==> src/rtl/mffd_pkg.sv <==
`timescale 1ns / 1ps
package mffd_pkg;

    localparam int ROWS   = 5;
    localparam int COLS   = 9;
    localparam int NCELLS = ROWS * COLS;
    localparam int NHW    = (ROWS + 1) * COLS;
    localparam int NVW    = ROWS * (COLS + 1);

    localparam int ROW_W  = 3;
    localparam int COL_W  = 4;
    localparam int DIST_W = 6;
    localparam int REQ_W  = 2;
    localparam int CFG_W  = 4;

    localparam int DIR_UP    = 0;
    localparam int DIR_RIGHT = 1;
    localparam int DIR_DOWN  = 2;
    localparam int DIR_LEFT  = 3;
    localparam int NDIR      = 4;

    localparam int OUT_COL_LSB  = ROW_W;
    localparam int OUT_DIST_LSB = ROW_W + COL_W;

    typedef logic [DIST_W-1:0] dist_t;

    localparam dist_t SENTINEL = dist_t'(NCELLS);

    typedef enum logic [REQ_W-1:0] {
        REQ_HWALL = 2'd0,
        REQ_VWALL = 2'd1,
        REQ_RUN   = 2'd2,
        REQ_NONE  = 2'd3
    } req_t;

    typedef enum logic {
        CFG_TARGET_ROW = 1'b0,
        CFG_TARGET_COL = 1'b1
    } cfg_idx_t;

    typedef struct packed {
        logic  seed;
        logic  step;
        logic  shift;
        dist_t level;
    } cell_ctrl_t;

    typedef struct packed {
        logic             h_we;
        logic             v_we;
        logic [ROW_W-1:0] row;
        logic [COL_W-1:0] col;
        logic             present;
    } wall_wr_t;

endpackage

==> src/rtl/mffd_cell.sv <==
`timescale 1ns / 1ps
module mffd_cell
    import mffd_pkg::*;
(
    input  logic                clk,
    input  cell_ctrl_t          ctrl,
    input  logic                is_target,
    input  dist_t [NDIR-1:0]    nb_dist,
    input  logic  [NDIR-1:0]    nb_open,
    input  dist_t               shift_in,
    output dist_t               cur_dist,
    output logic                changed
);

    dist_t dist_reg;
    dist_t dist_next;
    logic [NDIR-1:0] hit;

    always_comb
    begin
        for (int i = 0; i < NDIR; i++)
        begin
            hit[i] = nb_open[i] && (nb_dist[i] == ctrl.level);
        end
        changed = ctrl.step && (dist_reg == SENTINEL) && (|hit);
    end

    always_comb
    begin
        dist_next = dist_reg;
        if (ctrl.seed)
        begin
            dist_next = is_target ? '0 : SENTINEL;
        end
        else if (changed)
        begin
            dist_next = ctrl.level + dist_t'(1);
        end
        else if (ctrl.shift)
        begin
            dist_next = shift_in;
        end
    end

    always_ff @(posedge clk)
    begin
        dist_reg <= dist_next;
    end

    assign cur_dist = dist_reg;

endmodule

==> src/rtl/mffd_walls.sv <==
`timescale 1ns / 1ps
module mffd_walls
    import mffd_pkg::*;
(
    input  logic           clk,
    input  logic           rst_n,
    input  wall_wr_t       wr,
    output logic [NHW-1:0] hw,
    output logic [NVW-1:0] vw
);

    logic [NHW-1:0] hw_reg;
    logic [NVW-1:0] vw_reg;

    for (genvar r = 0; r <= ROWS; r++)
    begin : g_hrow
        for (genvar c = 0; c < COLS; c++)
        begin : g_hcol
            always_ff @(posedge clk or negedge rst_n)
            begin
                if (!rst_n)
                begin
                    hw_reg[r*COLS+c] <= 1'b0;
                end
                else if (wr.h_we && wr.row == ROW_W'(r) && wr.col == COL_W'(c))
                begin
                    hw_reg[r*COLS+c] <= wr.present;
                end
            end
        end
    end

    for (genvar r = 0; r < ROWS; r++)
    begin : g_vrow
        for (genvar c = 0; c <= COLS; c++)
        begin : g_vcol
            always_ff @(posedge clk or negedge rst_n)
            begin
                if (!rst_n)
                begin
                    vw_reg[r*(COLS+1)+c] <= 1'b0;
                end
                else if (wr.v_we && wr.row == ROW_W'(r) && wr.col == COL_W'(c))
                begin
                    vw_reg[r*(COLS+1)+c] <= wr.present;
                end
            end
        end
    end

    assign hw = hw_reg;
    assign vw = vw_reg;

endmodule

==> src/rtl/maze_flood_fill_distance_top.sv <==
// Channel  Dir  Signals                       Contents
// s        in   s_tvalid s_tready s_tuser     req_type; wall item or run item
//               s_tdata                       wall_row, wall_col, wall_present
// m        out  m_tvalid m_tready m_tdata     cell_row, cell_col, distance
//               m_tlast                       last cell of the map
// cfg      in   cfg_we cfg_index cfg_wdata    target_row, target_col
//
// Wall items are written to the wall maps on acceptance; the block stays ready.
// A run item seeds the cells in its accept cycle, then fills level by level until a
// level changes no cell or the next is ROWS*COLS, then emits ROWS*COLS items.
// Output items leave by shifting the distance chain; a stall on m holds it.
// Reset clears the wall maps, the target registers and the control state.
`timescale 1ns / 1ps
module maze_flood_fill_distance_top
    import mffd_pkg::*;
(
    input  logic             clk,
    input  logic             rst_n,
    input  logic             s_tvalid,
    output logic             s_tready,
    input  logic [7:0]       s_tdata,   // wall_row[2:0], wall_col[6:3], wall_present[7]
    input  logic [REQ_W-1:0] s_tuser,   // req_type[1:0]
    output logic             m_tvalid,
    input  logic             m_tready,
    output logic [15:0]      m_tdata,   // cell_row[2:0], cell_col[6:3], distance[12:7], zero
    output logic             m_tlast,
    input  logic             cfg_we,
    input  logic             cfg_index,
    input  logic [CFG_W-1:0] cfg_wdata
);

    typedef enum logic [2:0] {
        ST_IDLE = 3'b001,
        ST_FILL = 3'b010,
        ST_EMIT = 3'b100
    } state_t;

    state_t           state_reg, state_next;
    dist_t            level_reg, level_next;
    logic [ROW_W-1:0] row_reg, row_next;
    logic [COL_W-1:0] col_reg, col_next;
    logic [ROW_W-1:0] target_row_reg;
    logic [COL_W-1:0] target_col_reg;

    logic             in_acc;
    logic             out_acc;
    logic             last_cell;
    dist_t            level_plus;
    logic             any_changed;
    cell_ctrl_t       ctrl;
    wall_wr_t         wall_wr;
    logic [NHW-1:0]   hw;
    logic [NVW-1:0]   vw;

    dist_t               cell_dist [NCELLS];
    dist_t [NDIR-1:0]    nb_dist  [NCELLS];
    logic  [NDIR-1:0]    nb_open  [NCELLS];
    dist_t               shift_in [NCELLS];
    logic  [NCELLS-1:0]  changed;

    assign in_acc     = s_tvalid && s_tready;
    assign out_acc    = m_tvalid && m_tready;
    assign last_cell  = (row_reg == ROW_W'(ROWS - 1)) && (col_reg == COL_W'(COLS - 1));
    assign level_plus = level_reg + dist_t'(1);
    assign any_changed = |changed;

    always_ff @(posedge clk or negedge rst_n)
    begin
        if (!rst_n)
        begin
            target_row_reg <= '0;
            target_col_reg <= '0;
        end
        else if (cfg_we)
        begin
            case (cfg_idx_t'(cfg_index))
                CFG_TARGET_ROW: target_row_reg <= cfg_wdata[ROW_W-1:0];
                CFG_TARGET_COL: target_col_reg <= cfg_wdata[COL_W-1:0];
                default:        target_row_reg <= target_row_reg;
            endcase
        end
    end

    always_comb
    begin
        wall_wr.h_we    = in_acc && (req_t'(s_tuser) == REQ_HWALL);
        wall_wr.v_we    = in_acc && (req_t'(s_tuser) == REQ_VWALL);
        wall_wr.row     = s_tdata[2:0];
        wall_wr.col     = s_tdata[6:3];
        wall_wr.present = s_tdata[7];
    end

    mffd_walls u_walls
    (
        .clk   (clk),
        .rst_n (rst_n),
        .wr    (wall_wr),
        .hw    (hw),
        .vw    (vw)
    );

    always_comb
    begin
        state_next = state_reg;
        level_next = level_reg;
        row_next   = row_reg;
        col_next   = col_reg;
        ctrl.seed  = 1'b0;
        ctrl.step  = 1'b0;
        ctrl.shift = 1'b0;
        ctrl.level = level_reg;
        case (state_reg)
            ST_IDLE:
            begin
                if (in_acc && req_t'(s_tuser) == REQ_RUN)
                begin
                    ctrl.seed  = 1'b1;
                    level_next = '0;
                    row_next   = '0;
                    col_next   = '0;
                    state_next = ST_FILL;
                end
            end
            ST_FILL:
            begin
                ctrl.step  = 1'b1;
                level_next = level_plus;
                if (!any_changed || level_plus == SENTINEL)
                begin
                    state_next = ST_EMIT;
                end
            end
            ST_EMIT:
            begin
                ctrl.shift = m_tready;
                if (out_acc)
                begin
                    if (last_cell)
                    begin
                        state_next = ST_IDLE;
                    end
                    else if (col_reg == COL_W'(COLS - 1))
                    begin
                        col_next = '0;
                        row_next = row_reg + ROW_W'(1);
                    end
                    else
                    begin
                        col_next = col_reg + COL_W'(1);
                    end
                end
            end
            default:
            begin
                state_next = ST_IDLE;
            end
        endcase
    end

    always_ff @(posedge clk or negedge rst_n)
    begin
        if (!rst_n)
        begin
            state_reg <= ST_IDLE;
            level_reg <= '0;
            row_reg   <= '0;
            col_reg   <= '0;
        end
        else
        begin
            state_reg <= state_next;
            level_reg <= level_next;
            row_reg   <= row_next;
            col_reg   <= col_next;
        end
    end

    for (genvar r = 0; r < ROWS; r++)
    begin : g_row
        for (genvar c = 0; c < COLS; c++)
        begin : g_col
            localparam int K = r * COLS + c;

            if (r > 0)
            begin : g_up
                assign nb_dist[K][DIR_UP] = cell_dist[K-COLS];
                assign nb_open[K][DIR_UP] = !hw[r*COLS+c];
            end
            else
            begin : g_up_edge
                assign nb_dist[K][DIR_UP] = SENTINEL;
                assign nb_open[K][DIR_UP] = 1'b0;
            end

            if (c < COLS - 1)
            begin : g_right
                assign nb_dist[K][DIR_RIGHT] = cell_dist[K+1];
                assign nb_open[K][DIR_RIGHT] = !vw[r*(COLS+1)+c+1];
            end
            else
            begin : g_right_edge
                assign nb_dist[K][DIR_RIGHT] = SENTINEL;
                assign nb_open[K][DIR_RIGHT] = 1'b0;
            end

            if (r < ROWS - 1)
            begin : g_down
                assign nb_dist[K][DIR_DOWN] = cell_dist[K+COLS];
                assign nb_open[K][DIR_DOWN] = !hw[(r+1)*COLS+c];
            end
            else
            begin : g_down_edge
                assign nb_dist[K][DIR_DOWN] = SENTINEL;
                assign nb_open[K][DIR_DOWN] = 1'b0;
            end

            if (c > 0)
            begin : g_left
                assign nb_dist[K][DIR_LEFT] = cell_dist[K-1];
                assign nb_open[K][DIR_LEFT] = !vw[r*(COLS+1)+c];
            end
            else
            begin : g_left_edge
                assign nb_dist[K][DIR_LEFT] = SENTINEL;
                assign nb_open[K][DIR_LEFT] = 1'b0;
            end

            if (K < NCELLS - 1)
            begin : g_shift
                assign shift_in[K] = cell_dist[K+1];
            end
            else
            begin : g_shift_end
                assign shift_in[K] = SENTINEL;
            end

            mffd_cell u_cell
            (
                .clk       (clk),
                .ctrl      (ctrl),
                .is_target ((target_row_reg == ROW_W'(r)) && (target_col_reg == COL_W'(c))),
                .nb_dist   (nb_dist[K]),
                .nb_open   (nb_open[K]),
                .shift_in  (shift_in[K]),
                .cur_dist  (cell_dist[K]),
                .changed   (changed[K])
            );
        end
    end

    assign s_tready = (state_reg == ST_IDLE);
    assign m_tvalid = (state_reg == ST_EMIT);
    assign m_tlast  = last_cell;
    assign m_tdata  = {3'b000, cell_dist[0], col_reg, row_reg};

endmodule

==> config.mk <==
export PLATFORM = sky130hd
export DESIGN_NAME = maze_flood_fill_distance_top
export DESIGN_NICKNAME = d
export VERILOG_FILES = /design/src/rtl/mffd_pkg.sv /design/src/rtl/mffd_cell.sv /design/src/rtl/mffd_walls.sv /design/src/rtl/maze_flood_fill_distance_top.sv
export SDC_FILE = /design/constraint.sdc
export NUM_CORES = 1
export LEC_CHECK = 0
export BUFFER_PORTS_ARGS = -buffer_cell sky130_fd_sc_hd__buf_2
export CAP_MARGIN = 5
export CORE_AREA = 2 2 298 300
export DETAILED_ROUTE_END_ITERATION = 10
export DIE_AREA = 0 0 300 302
export GPL_ROUTABILITY_DRIVEN = 1
export REMOVE_ABC_BUFFERS = 1
export SYNTH_ARGS = -nofsm -noshare
export SYNTH_HDL_FRONTEND = slang
export SYNTH_HIERARCHICAL = 1
export SYNTH_SLANG_ARGS = --single-unit
export TNS_END_PERCENT = 100
==> constraint.sdc <==
create_clock -name clk -period 5.88 [get_ports clk]
set_clock_uncertainty 0.15 [all_clocks]
set_input_delay 0.294 -clock clk [delete_from_list [all_inputs] [get_ports clk]]
set_output_delay 0.294 -clock clk [all_outputs]
set_load 0.02 [all_outputs]
==> results of run 1 <==
[stage by stage]
step / utilization / instances / hold slack, ns
detailed placement: 0.4597 / 5184 / 0.2712
CTS: 0.4782 / 5284 / 0.02691
finish: 0.4782 / 5285 / 0.05886
global route: 0.4782 / 5284 / 0.04967
floorplan: - / 3888 / -0.1516
global placement: 0.4597 / 5184 / 0.2639
[path summary, 6_finish.rpt]
path	to	slack, ns	cells after the start
worst min register to register	u_walls/hw[29]$_DFFE_PN0P_	0.34	1
max in group asynchronous	u_walls/vw[33]$_DFFE_PN0P_	3.93	3
min in group asynchronous	col_reg[1]$_DFFE_PN0P_	0.16	2
worst min-delay path	state_reg[0]$_DFFE_PN1P_	0.06	3
worst max-delay path	state_reg[2]$_DFFE_PN0P_	1.61	9
worst max register to register	state_reg[2]$_DFFE_PN0P_	1.61	9
[power breakdown]
group | total (uW) | internal, uW | switching [uW] | leakage [uW]
Sequential | 3090 | 2900 | 186 | 0.00382
Combinational | 1380 | 559 | 818 | 0.0107
Clock | 2920 | 1680 | 1240 | 0.000735
Total | 7390 | 5140 | 2240 | 0.0153
[layout by cell type (no fill, tap or decap), types with 10 or more instances in the layout]
| cell type | n |
|---|---|
| sky130_fd_sc_hd__xor2_1 | 677 |
| sky130_fd_sc_hd__xnor2_1 | 585 |
| sky130_fd_sc_hd__edfxtp_1 | 270 |
| sky130_fd_sc_hd__nand4_1 | 230 |
| sky130_fd_sc_hd__nand2_1 | 213 |
| sky130_fd_sc_hd__conb_1 | 205 |
| sky130_fd_sc_hd__nor4_2 | 181 |
| sky130_fd_sc_hd__nor2_1 | 160 |
| sky130_fd_sc_hd__nor4_1 | 145 |
| sky130_fd_sc_hd__a211o_1 | 136 |
| sky130_fd_sc_hd__inv_1 | 128 |
| sky130_fd_sc_hd__nand3_1 | 94 |
| sky130_fd_sc_hd__dfrtp_1 | 92 |
| sky130_fd_sc_hd__or3_1 | 91 |
| sky130_fd_sc_hd__mux2_1 | 76 |
| sky130_fd_sc_hd__buf_4 | 72 |
| sky130_fd_sc_hd__ha_1 | 51 |
| sky130_fd_sc_hd__nor4bb_1 | 50 |
| sky130_fd_sc_hd__clkbuf_16 | 49 |
| sky130_fd_sc_hd__o21ai_0 | 48 |
| sky130_fd_sc_hd__mux2i_1 | 48 |
| sky130_fd_sc_hd__o22ai_1 | 47 |
| sky130_fd_sc_hd__a21oi_1 | 47 |
| sky130_fd_sc_hd__o21a_1 | 46 |
| sky130_fd_sc_hd__nor4_4 | 46 |
| sky130_fd_sc_hd__nor2_2 | 46 |
| sky130_fd_sc_hd__a211oi_1 | 45 |
| sky130_fd_sc_hd__a2bb2oi_1 | 45 |
| sky130_fd_sc_hd__buf_2 | 34 |
| sky130_fd_sc_hd__buf_12 | 25 |
| sky130_fd_sc_hd__clkbuf_1 | 13 |
| sky130_fd_sc_hd__dlygate4sd3_1 | 11 |
| sky130_fd_sc_hd__clkinv_1 | 10 |
[routing by layer]
metal	track usage	up-vias
met2	0.3980	982
li1	-	14405
met5	0	-
met1	0.3636	15002
met4	0.06310	0
met3	0.02787	162
[critical path, stage by stage (launching register included)]
cell                      delay [ns]
sky130_fd_sc_hd__dfrtp_4        1.08
sky130_fd_sc_hd__buf_4          0.52
sky130_fd_sc_hd__xor2_1         0.22
sky130_fd_sc_hd__nor4_2         0.08
sky130_fd_sc_hd__nor4_4         0.53
sky130_fd_sc_hd__nor2_2         0.09
sky130_fd_sc_hd__nor4_1         0.74
sky130_fd_sc_hd__nand4_1        0.31
sky130_fd_sc_hd__nor4_1         0.33
sky130_fd_sc_hd__a211o_1        0.13
[area by class of cell]
cell class                 count  area (um2)  share of cell area
multi-input combinational   3387       26460              0.6319
sequential                   369       10610              0.2534
tap                         1165        1458             0.03481
timing repair buffer         142        1321             0.03155
clock buffer                  64        1303             0.03111
inverter                     132       508.0             0.01213
clock inverter                25       211.5            0.005050
antenna                        1       2.502          0.00005976
[repair_timing]
action,CTS,global route
hold buffers,11,0
resized for setup,0,0
hold endpoints to repair,48,0
endpoints found under the setup margin,0,0
==> flow_metrics.env, run 1 <==
export IMPL_run_status="finished, final reports clean"
export IMPL_initial_utilization=0.4509
export IMPL_worst_ir_drop_vdd_uv=194.6
export IMPL_layout_nets=4151
export IMPL_worstPathMaxFanout=44
export IMPL_cts_htree_levels=2
export IMPL_worstSetupStartpoint="level_reg[5]$_DFFE_PN0P_"
export IMPL_globalRoute_totalOverflow=0
export IMPL_routed_top_layer="met4"
export IMPL_setup_crit_end_kind="flop"
export IMPL_final_layout_size_suffix_gt1_frac=0.1236
export IMPL_grt_antenna_before_repair=1
export IMPL_tritoncts="built"
export IMPL_grt_max_degree=104
export IMPL_drtIter0Drc=2785
export IMPL_totalWireLength_mm=115.7
export IMPL_antenna_left=0
export IMPL_dr_pass1_iters=5
export IMPL_finalSetupViolations=0
export IMPL_p_leak_uw=0.01529
export IMPL_min_period_ns=4.274
export IMPL_groute_usage_overall=0.2509
export IMPL_tritoncts_num_buffers=48
export IMPL_die_y_um=302
export IMPL_met3RoutedLength_mm=7.469
export IMPL_hold_path_class="in2reg"
export IMPL_place_worst_setup_slack_ns=1.644
export IMPL_synth_cell_area_um2=39480
export IMPL_ys_warn_count=6
export IMPL_hold_viol=0
export IMPL_place_port_buffers=35
export IMPL_grt_setup_unrepaired="false"
export IMPL_clock_transition_at_the_registers_of_the_reported_paths_ns=0.06
export IMPL_detailroute_via_count=30551
export IMPL_met2WireLength_mm=52.58
export IMPL_slew_headroom=0.2856
export IMPL_wl_per_cell_um=21.89
export IMPL_final_min_period_over_clock_period=0.7270
export IMPL_worst_ep_arrival_time_ns=4.64
export IMPL_dpl_cell_area_um2=40250
export IMPL_wl_met1_mm=52.67
export IMPL_rows=109
export IMPL_cap_violations=0
export IMPL_worst_slew_pin_slew_ns=1.067
export IMPL_post_route_drc_count=0
export IMPL_fillers=8297
export IMPL_die_width_um=300
export IMPL_post_cts_buffers=0
export IMPL_worst_ep_required_time_ns=6.25
export IMPL_layout_area_overhead_vs_synth_pct=6.056
export IMPL_number_of_global_route_vias_before_repair=28724
export IMPL_die_area_um2=90600
export IMPL_power_density_nw_per_um2=176.4
export IMPL_slew_violations=0
export IMPL_max_clock_path_buffers=3
export IMPL_worst_setup_path_start_kind="flop"
export IMPL_top_level_ports=39
export IMPL_postSynthCellCount=3994
export IMPL_synth_area_per_cell_um2=9.885
export IMPL_dp_final_hpwl_mm=79.43
export IMPL_final_design_area_no_fill_um2=41870
export IMPL_layout_setup_ws_ns=1.606
export IMPL_skew_pair_late_insertion_delay_ns=0.62
export IMPL_grt_pass1_wl_mm=179.2
export IMPL_largest_register_ff_count=270
export IMPL_routability_congestion_estimate=0.8657
export IMPL_cts_sinks=369
export IMPL_critPathKind="reg2reg"
export IMPL_fmaxAchievable_mhz=233.9
export IMPL_core_area_um2=87560
export IMPL_crit_reg2reg_launch="level_reg[5]$_DFFE_PN0P_"
export IMPL_finalPower_uw=7388
export IMPL_worst_hold_startpoint="m_tready"
export IMPL_cts_root_buffer_cell="sky130_fd_sc_hd__clkbuf_16"
export IMPL_vias_per_cell=5.781
export IMPL_tns_ns=0
Note: power is estimated with default switching activity, not from simulation.
==> run 2: changes to the inputs <==
==> constraint.sdc (replaced) <==
create_clock -name clk -period 3.8 [get_ports clk]
set_clock_uncertainty 0.15 [all_clocks]
set_input_delay 0.19 -clock clk [delete_from_list [all_inputs] [get_ports clk]]
set_output_delay 0.19 -clock clk [all_outputs]
set_load 0.02 [all_outputs]
==> run 2 against run 1 <==
Against the previous run:
- clock power rose by 68%
- via count increased by 0.28%
- non-clock buffer count grew 80
- power is 61% higher
- maximum frequency is 22% higher
- cell area rose by 2.6%
- worst hold slack gained 0.026 ns
- register-to-register slack worse by 1.3 ns
- first-iteration DRC count fell by 7.5%
- largest cell class unchanged
- largest power group is now clock
==> flow_metrics.env, run 2 (synthesis gave the netlist of run 1 again) <==
export IMPL_tns_ns=0
export IMPL_grt_max_degree=63
export IMPL_drtIter0Drc=2577
export IMPL_vias_per_cell=5.714
export IMPL_run_status="finished, final reports clean"
export IMPL_number_of_global_route_vias_before_repair=29136
export IMPL_grt_setup_unrepaired="false"
export IMPL_worst_ir_drop_vdd_uv=283.7
export IMPL_worst_slew_pin_slew_ns=1.145
export IMPL_die_y_um=302
export IMPL_worst_ep_required_time_ns=4.18
export IMPL_power_density_nw_per_um2=276.3
export IMPL_r2r_setup_slack_ns=0.30
export IMPL_dr_pass1_iters=5
export IMPL_cts_root_buffer_cell="sky130_fd_sc_hd__clkbuf_16"
export IMPL_wl_per_cell_um=21.69
export IMPL_top_level_ports=39
export IMPL_worst_setup_path_start_kind="flop"
export IMPL_grt_antenna_before_repair=2
export IMPL_detailroute_via_count=30636
export IMPL_hold_viol=0
export IMPL_initial_utilization=0.4509
export IMPL_netSwitchingPower_uw=3496
export IMPL_seq_power_share=0.400
export IMPL_die_area_um2=90600
export IMPL_layout_commonest_cell="sky130_fd_sc_hd__xor2_1"
export IMPL_p_leak_uw=0.01583
export IMPL_final_core_utilization=0.4908
export IMPL_grt_pass1_wl_mm=179.2
export IMPL_slew_violations=0
export IMPL_cts_htree_levels=2
export IMPL_post_cts_buffers=0
export IMPL_fmaxAchievable_mhz=285.5
export IMPL_routability_congestion_estimate=0.8915
export IMPL_antenna_left=0
export IMPL_globalRoute_totalOverflow=0
export IMPL_final_min_period_over_clock_period=0.9216
export IMPL_tritoncts="built"
export IMPL_switching_share=0.2945
export IMPL_largest_register_ff_count=270
export IMPL_worst_ep_arrival_time_ns=3.88
export IMPL_critPathKind="reg2reg"
export IMPL_rows=109
export IMPL_core_area_um2=87560
export IMPL_max_clock_path_buffers=3
export IMPL_layout_nets=4231
export IMPL_totalWireLength_mm=116.3
export IMPL_clock_transition_at_the_registers_of_the_reported_paths_ns=0.06
export IMPL_most_common_layout_cells="sky130_fd_sc_hd__xor2_1, sky130_fd_sc_hd__xnor2_1, sky130_fd_sc_hd__edfxtp_1"
export IMPL_cellInternalPower_uw=8375
export IMPL_groute_usage_overall=0.2509
export IMPL_post_route_drc_count=0
export IMPL_final_cell_count_without_fillers=5362
export IMPL_finalSetupViolations=0
export IMPL_layout_area_overhead_vs_synth_pct=8.842
export IMPL_worstPathMaxFanout=34
export IMPL_dpl_cell_area_um2=41150
export IMPL_tritoncts_num_buffers=48
export IMPL_setup_crit_end_kind="flop"
export IMPL_final_layout_size_suffix_gt1_frac=0.1423
export IMPL_power_frac_comb=0.187
export IMPL_die_width_um=300
export IMPL_cap_violations=0
export IMPL_skew_pair_late_insertion_delay_ns=0.60
export IMPL_dp_final_hpwl_mm=82.23
export IMPL_cts_sinks=369
export IMPL_min_period_ns=3.502
export IMPL_slew_headroom=0.2364
export IMPL_place_port_buffers=35
export IMPL_hold_path_class="in2reg"
export IMPL_numPlacedInstances=5260
export IMPL_fillers=8192
export IMPL_part_of_the_total_power_dissipated_in_the_clock_network=0.412
export IMPL_final_design_area_no_fill_um2=42970
## run 2: changes by cell type in the layout (fill, tap and decap cells not counted), sizes merged
cell         previous run  this run
buf                   131       207
dlygate4sd3            11        15
bufinv                  3         7
clkbuf                 64        59
clkinv                 20        17
clkinvlp                2         4
inv                   132       131
## run 2: power by group through the flow
stage / Clock (uW) / Combinational, uW / Sequential [uW]
after floorplan: 0 / 1480 / 4930
after global placement: 0 / 2150 / 4830
after detailed placement: 0 / 2170 / 4830
after CTS: 4990 / 2200 / 4750
after global routing: 5140 / 2410 / 4770
final: 4900 / 2220 / 4750
## run 2: per-stage QoR
| stage | hold WS, ns | worst slack (ns) | power (uW) |
|---|---|---|---|
| 2_1_floorplan | -0.2556 | -6.383 | 6415 |
| 3_3_place_gp | 0.1870 | 0.3683 | 6975 |
| 3_5_place_dp | 0.1913 | 0.3772 | 6999 |
| 4_1_cts | 0.03778 | 0.3762 | 11940 |
| 5_1_grt | 0.09700 | 0.04093 | 12320 |
| 6_report | 0.08456 | 0.2979 | 11870 |
## run 2: worst paths after layout
kind | start | end | cells past startpoint
max | level_reg[4]$_DFFE_PN0P_ | state_reg[2]$_DFFE_PN0P_ | 11
max reg2reg | level_reg[4]$_DFFE_PN0P_ | state_reg[2]$_DFFE_PN0P_ | 11
min | s_tdata[4] | u_walls/vw[36]$_DFFE_PN0P_ | 4
min in group asynchronous | rst_n | u_walls/vw[42]$_DFFE_PN0P_ | 2
max in group asynchronous | rst_n | target_row_reg[2]$_DFFE_PN0P_ | 3
min reg2reg | u_walls/vw[32]$_DFFE_PN0P_ | u_walls/vw[32]$_DFFE_PN0P_ | 1
## run 2: area by class of cell
class | instances | area [um2] | share of cell area
Multi-Input combinational cell | 3387 | 26420 | 0.6148
Tap cell | 1165 | 1458 | 0.03392
Inverter | 132 | 508.0 | 0.01182
Clock inverter | 27 | 322.8 | 0.007512
Antenna cell | 1 | 2.502 | 0.00005823
Timing Repair Buffer | 222 | 2307 | 0.05369
Clock buffer | 59 | 1344 | 0.03127
Sequential cell | 369 | 10610 | 0.2469
## run 2: repair_timing
| action | in CTS | in global routing |
|---|---|---|
| endpoints found under the hold margin | 56 | 0 |
| resized for setup | 0 | 0 |
| hold buffers | 15 | 0 |
## run 2: worst max-delay path: stages, from the launching register on
cell and delay (ns):
sky130_fd_sc_hd__dfrtp_4 0.72, sky130_fd_sc_hd__buf_12 0.31, sky130_fd_sc_hd__buf_4 0.22, sky130_fd_sc_hd__xnor2_1 0.07, sky130_fd_sc_hd__nand4_1 0.12, sky130_fd_sc_hd__nor4_2 0.07, sky130_fd_sc_hd__nor4_4 0.51, sky130_fd_sc_hd__nor2_2 0.12
sky130_fd_sc_hd__nor4_1 0.32, sky130_fd_sc_hd__nand4_1 0.36, sky130_fd_sc_hd__nor4_1 0.29, sky130_fd_sc_hd__a211o_1 0.14
## run 2: per-layer routing
metal	vias to the layer above	track usage	part of all wire
met3	173	0.03491	0.068
met4	0	0.07774	0.031
met5	-	0	0
met1	14869	0.3602	0.45
li1	14566	-	-
met2	1028	0.3899	0.45
==> run 3: changes to the inputs <==
--- a/config.mk
+++ b/config.mk
@@ -8,6 +8,7 @@
 export BUFFER_PORTS_ARGS = -buffer_cell sky130_fd_sc_hd__buf_2
 export CAP_MARGIN = 5
 export CORE_AREA = 2 2 298 300
+export CTS_BUF_LIST = sky130_fd_sc_hd__clkbuf_8
 export DETAILED_ROUTE_END_ITERATION = 10
 export DIE_AREA = 0 0 300 302
 export GPL_ROUTABILITY_DRIVEN = 1
==> run 3 against run 2 <==
Against the previous run:
- worst hold slack got worse by 0.0039 ns
- non-clock buffer count increased by 3
- first-iteration DRC count increased by 6.5%
- maximum frequency decreased by 0.48%
- global-route usage increased by 0.22 points
- largest cell class unchanged
- cell area decreased by 0.16%
==> flow_metrics.env, run 3 (synthesis gave the netlist of run 1 again) <==
export IMPL_die_y_um=302
export IMPL_top_level_ports=39
export IMPL_die_area_um2=90600
export IMPL_worstSetupStartpoint="level_reg[4]$_DFFE_PN0P_"
export IMPL_place_worst_setup_slack_ns=0.3772
export IMPL_post_cts_buffers=0
export IMPL_cap_violations=0
export IMPL_worst_ir_drop_vdd_uv=204.8
export IMPL_number_of_global_route_vias_before_repair=29408
export IMPL_layout_setup_ws_ns=0.2811
export IMPL_wl_per_cell_um=21.55
export IMPL_worst_hold_startpoint="s_tdata[0]"
export IMPL_initial_utilization=0.4509
export IMPL_grt_max_degree=63
export IMPL_grt_antenna_before_repair=4
export IMPL_cts_htree_levels=3
export IMPL_tritoncts_num_buffers=77
export IMPL_p_leak_uw=0.01591
export IMPL_finalPower_uw=11390
export IMPL_slew_headroom=0.2390
export IMPL_largest_register_ff_count=270
export IMPL_worst_r2r_endpoint="state_reg[2]$_DFFE_PN0P_"
export IMPL_post_route_drc_count=0
export IMPL_worst_ep_required_time_ns=4.27
export IMPL_worstPathMaxFanout=26
export IMPL_globalRoute_totalOverflow=0
export IMPL_tns_ns=0
export IMPL_cts_sinks=369
export IMPL_tritoncts="built"
export IMPL_drtIter0Drc=2744
export IMPL_die_width_um=300
export IMPL_critPathKind="reg2reg"
export IMPL_final_min_period_over_clock_period=0.9260
export IMPL_dp_final_hpwl_mm=82.23
export IMPL_clock_transition_at_the_registers_of_the_reported_paths_ns=0.07
export IMPL_worst_ep_arrival_time_ns=3.99
export IMPL_skew_pair_late_insertion_delay_ns=0.70
export IMPL_place_port_buffers=35
export IMPL_cts_hold_buffers_added=18
export IMPL_cts_repair_resize_count=0
export IMPL_groute_usage_overall=0.2531
export IMPL_core_area_um2=87560
export IMPL_slew_violations=0
export IMPL_finalSetupViolations=0
export IMPL_layout_nets=4263
export IMPL_layout_area_overhead_vs_synth_pct=8.664
export IMPL_min_period_ns=3.519
export IMPL_hold_path_class="in2reg"
export IMPL_rows=109
export IMPL_fmaxAchievable_mhz=284.2
export IMPL_crit_reg2reg_launch="level_reg[4]$_DFFE_PN0P_"
export IMPL_grt_pass1_wl_mm=180.2
export IMPL_layout_commonest_cell="sky130_fd_sc_hd__xor2_1"
export IMPL_hold_viol=0
export IMPL_totalWireLength_mm=116.8
export IMPL_worst_slew_pin_slew_ns=1.142
export IMPL_power_density_nw_per_um2=265.5
export IMPL_vias_per_cell=5.695
export IMPL_hold_end="u_walls/vw[24]$_DFFE_PN0P_"
export IMPL_detailroute_via_count=30862
export IMPL_r2r_setup_slack_ns=0.28
export IMPL_dr_pass1_iters=5
export IMPL_routability_congestion_estimate=0.8915
export IMPL_antenna_left=0
export IMPL_run_status="finished, final reports clean"
export IMPL_worst_setup_path_start_kind="flop"
export IMPL_final_layout_size_suffix_gt1_frac=0.1479
export IMPL_setup_crit_end_kind="flop"
export IMPL_most_common_layout_cells="sky130_fd_sc_hd__xor2_1, sky130_fd_sc_hd__xnor2_1, sky130_fd_sc_hd__edfxtp_1"
export IMPL_grt_setup_unrepaired="false"
export IMPL_reg2regPathDepth=10
export IMPL_min_delay_path_depth=5
export IMPL_cts_root_buffer_cell="sky130_fd_sc_hd__clkbuf_8"
export IMPL_max_clock_path_buffers=3
## run 3: cell count changes in the layout (fill, tap and decap cells not counted)
cell and change:
sky130_fd_sc_hd__bufinv_16 -3, sky130_fd_sc_hd__clkbuf_1 -2, sky130_fd_sc_hd__clkbuf_16 -49, sky130_fd_sc_hd__clkbuf_8 +80, sky130_fd_sc_hd__clkinv_1 +3, sky130_fd_sc_hd__clkinv_2 +2
sky130_fd_sc_hd__clkinv_4 -1, sky130_fd_sc_hd__clkinvlp_4 -2, sky130_fd_sc_hd__dlygate4sd3_1 +3, sky130_fd_sc_hd__inv_1 +21, sky130_fd_sc_hd__inv_6 +4, sky130_fd_sc_hd__inv_8 +1
## run 3: worst max-delay path by stage
stage                               end  depth (start not counted)
2_1_floorplan  state_reg[2]$_DFFE_PN0P_                          9
3_3_place_gp   state_reg[1]$_DFFE_PN0P_                         11
3_5_place_dp   state_reg[1]$_DFFE_PN0P_                         11
4_1_cts        state_reg[2]$_DFFE_PN0P_                         11
5_1_grt        state_reg[2]$_DFFE_PN0P_                         10
6_report       state_reg[2]$_DFFE_PN0P_                         10
## run 3: per-layer routing
layer | share of wire | GRT usage
met4 | 0.033 | 0.09095
met5 | 0.00017 | 0
met3 | 0.069 | 0.04015
met2 | 0.45 | 0.3895
met1 | 0.45 | 0.3586
## run 3: cell type report
type / instances / area, um2
fillers: 8260 / 44650
flip-flops and latches: 369 / 10610
clock buffers: 88 / 1211
well taps: 1165 / 1458
clock inverters: 52 / 355.3
repair buffers: 225 / 2337
diodes: 1 / 2.502
inverters: 132 / 508.0
multi-input cells: 3387 / 26420
## run 3: power by group
part	internal, uW	total [uW]	switching (uW)
registers	4500	4760	260
logic	912	2220	1310
clock network	2400	4410	2010
total	7810	11400	3580
## run 3: critical path: stages, from the launching register on
cell and delay [ns]:
sky130_fd_sc_hd__dfrtp_4 0.73, sky130_fd_sc_hd__buf_12 0.28, sky130_fd_sc_hd__buf_4 0.22, sky130_fd_sc_hd__xor2_1 0.21
sky130_fd_sc_hd__nor4_2 0.09, sky130_fd_sc_hd__nor4_4 0.21, sky130_fd_sc_hd__nor2_2 0.09, sky130_fd_sc_hd__nor4_1 0.79
sky130_fd_sc_hd__nand4_1 0.21, sky130_fd_sc_hd__nor4_1 0.31, sky130_fd_sc_hd__a211o_1 0.15
## run 3: through the flow
stage	std cells	hold slack (ns)	cell area [um2]	util
detailed placement	5260	0.1913	41150	0.4700
global route	5419	0.09762	42900	0.4900
CTS	5418	0.02077	42900	0.4900
floorplan	3888	-0.2556	37490	-
global placement	5260	0.1870	41150	0.4700
finish	5419	0.08066	42900	0.4900
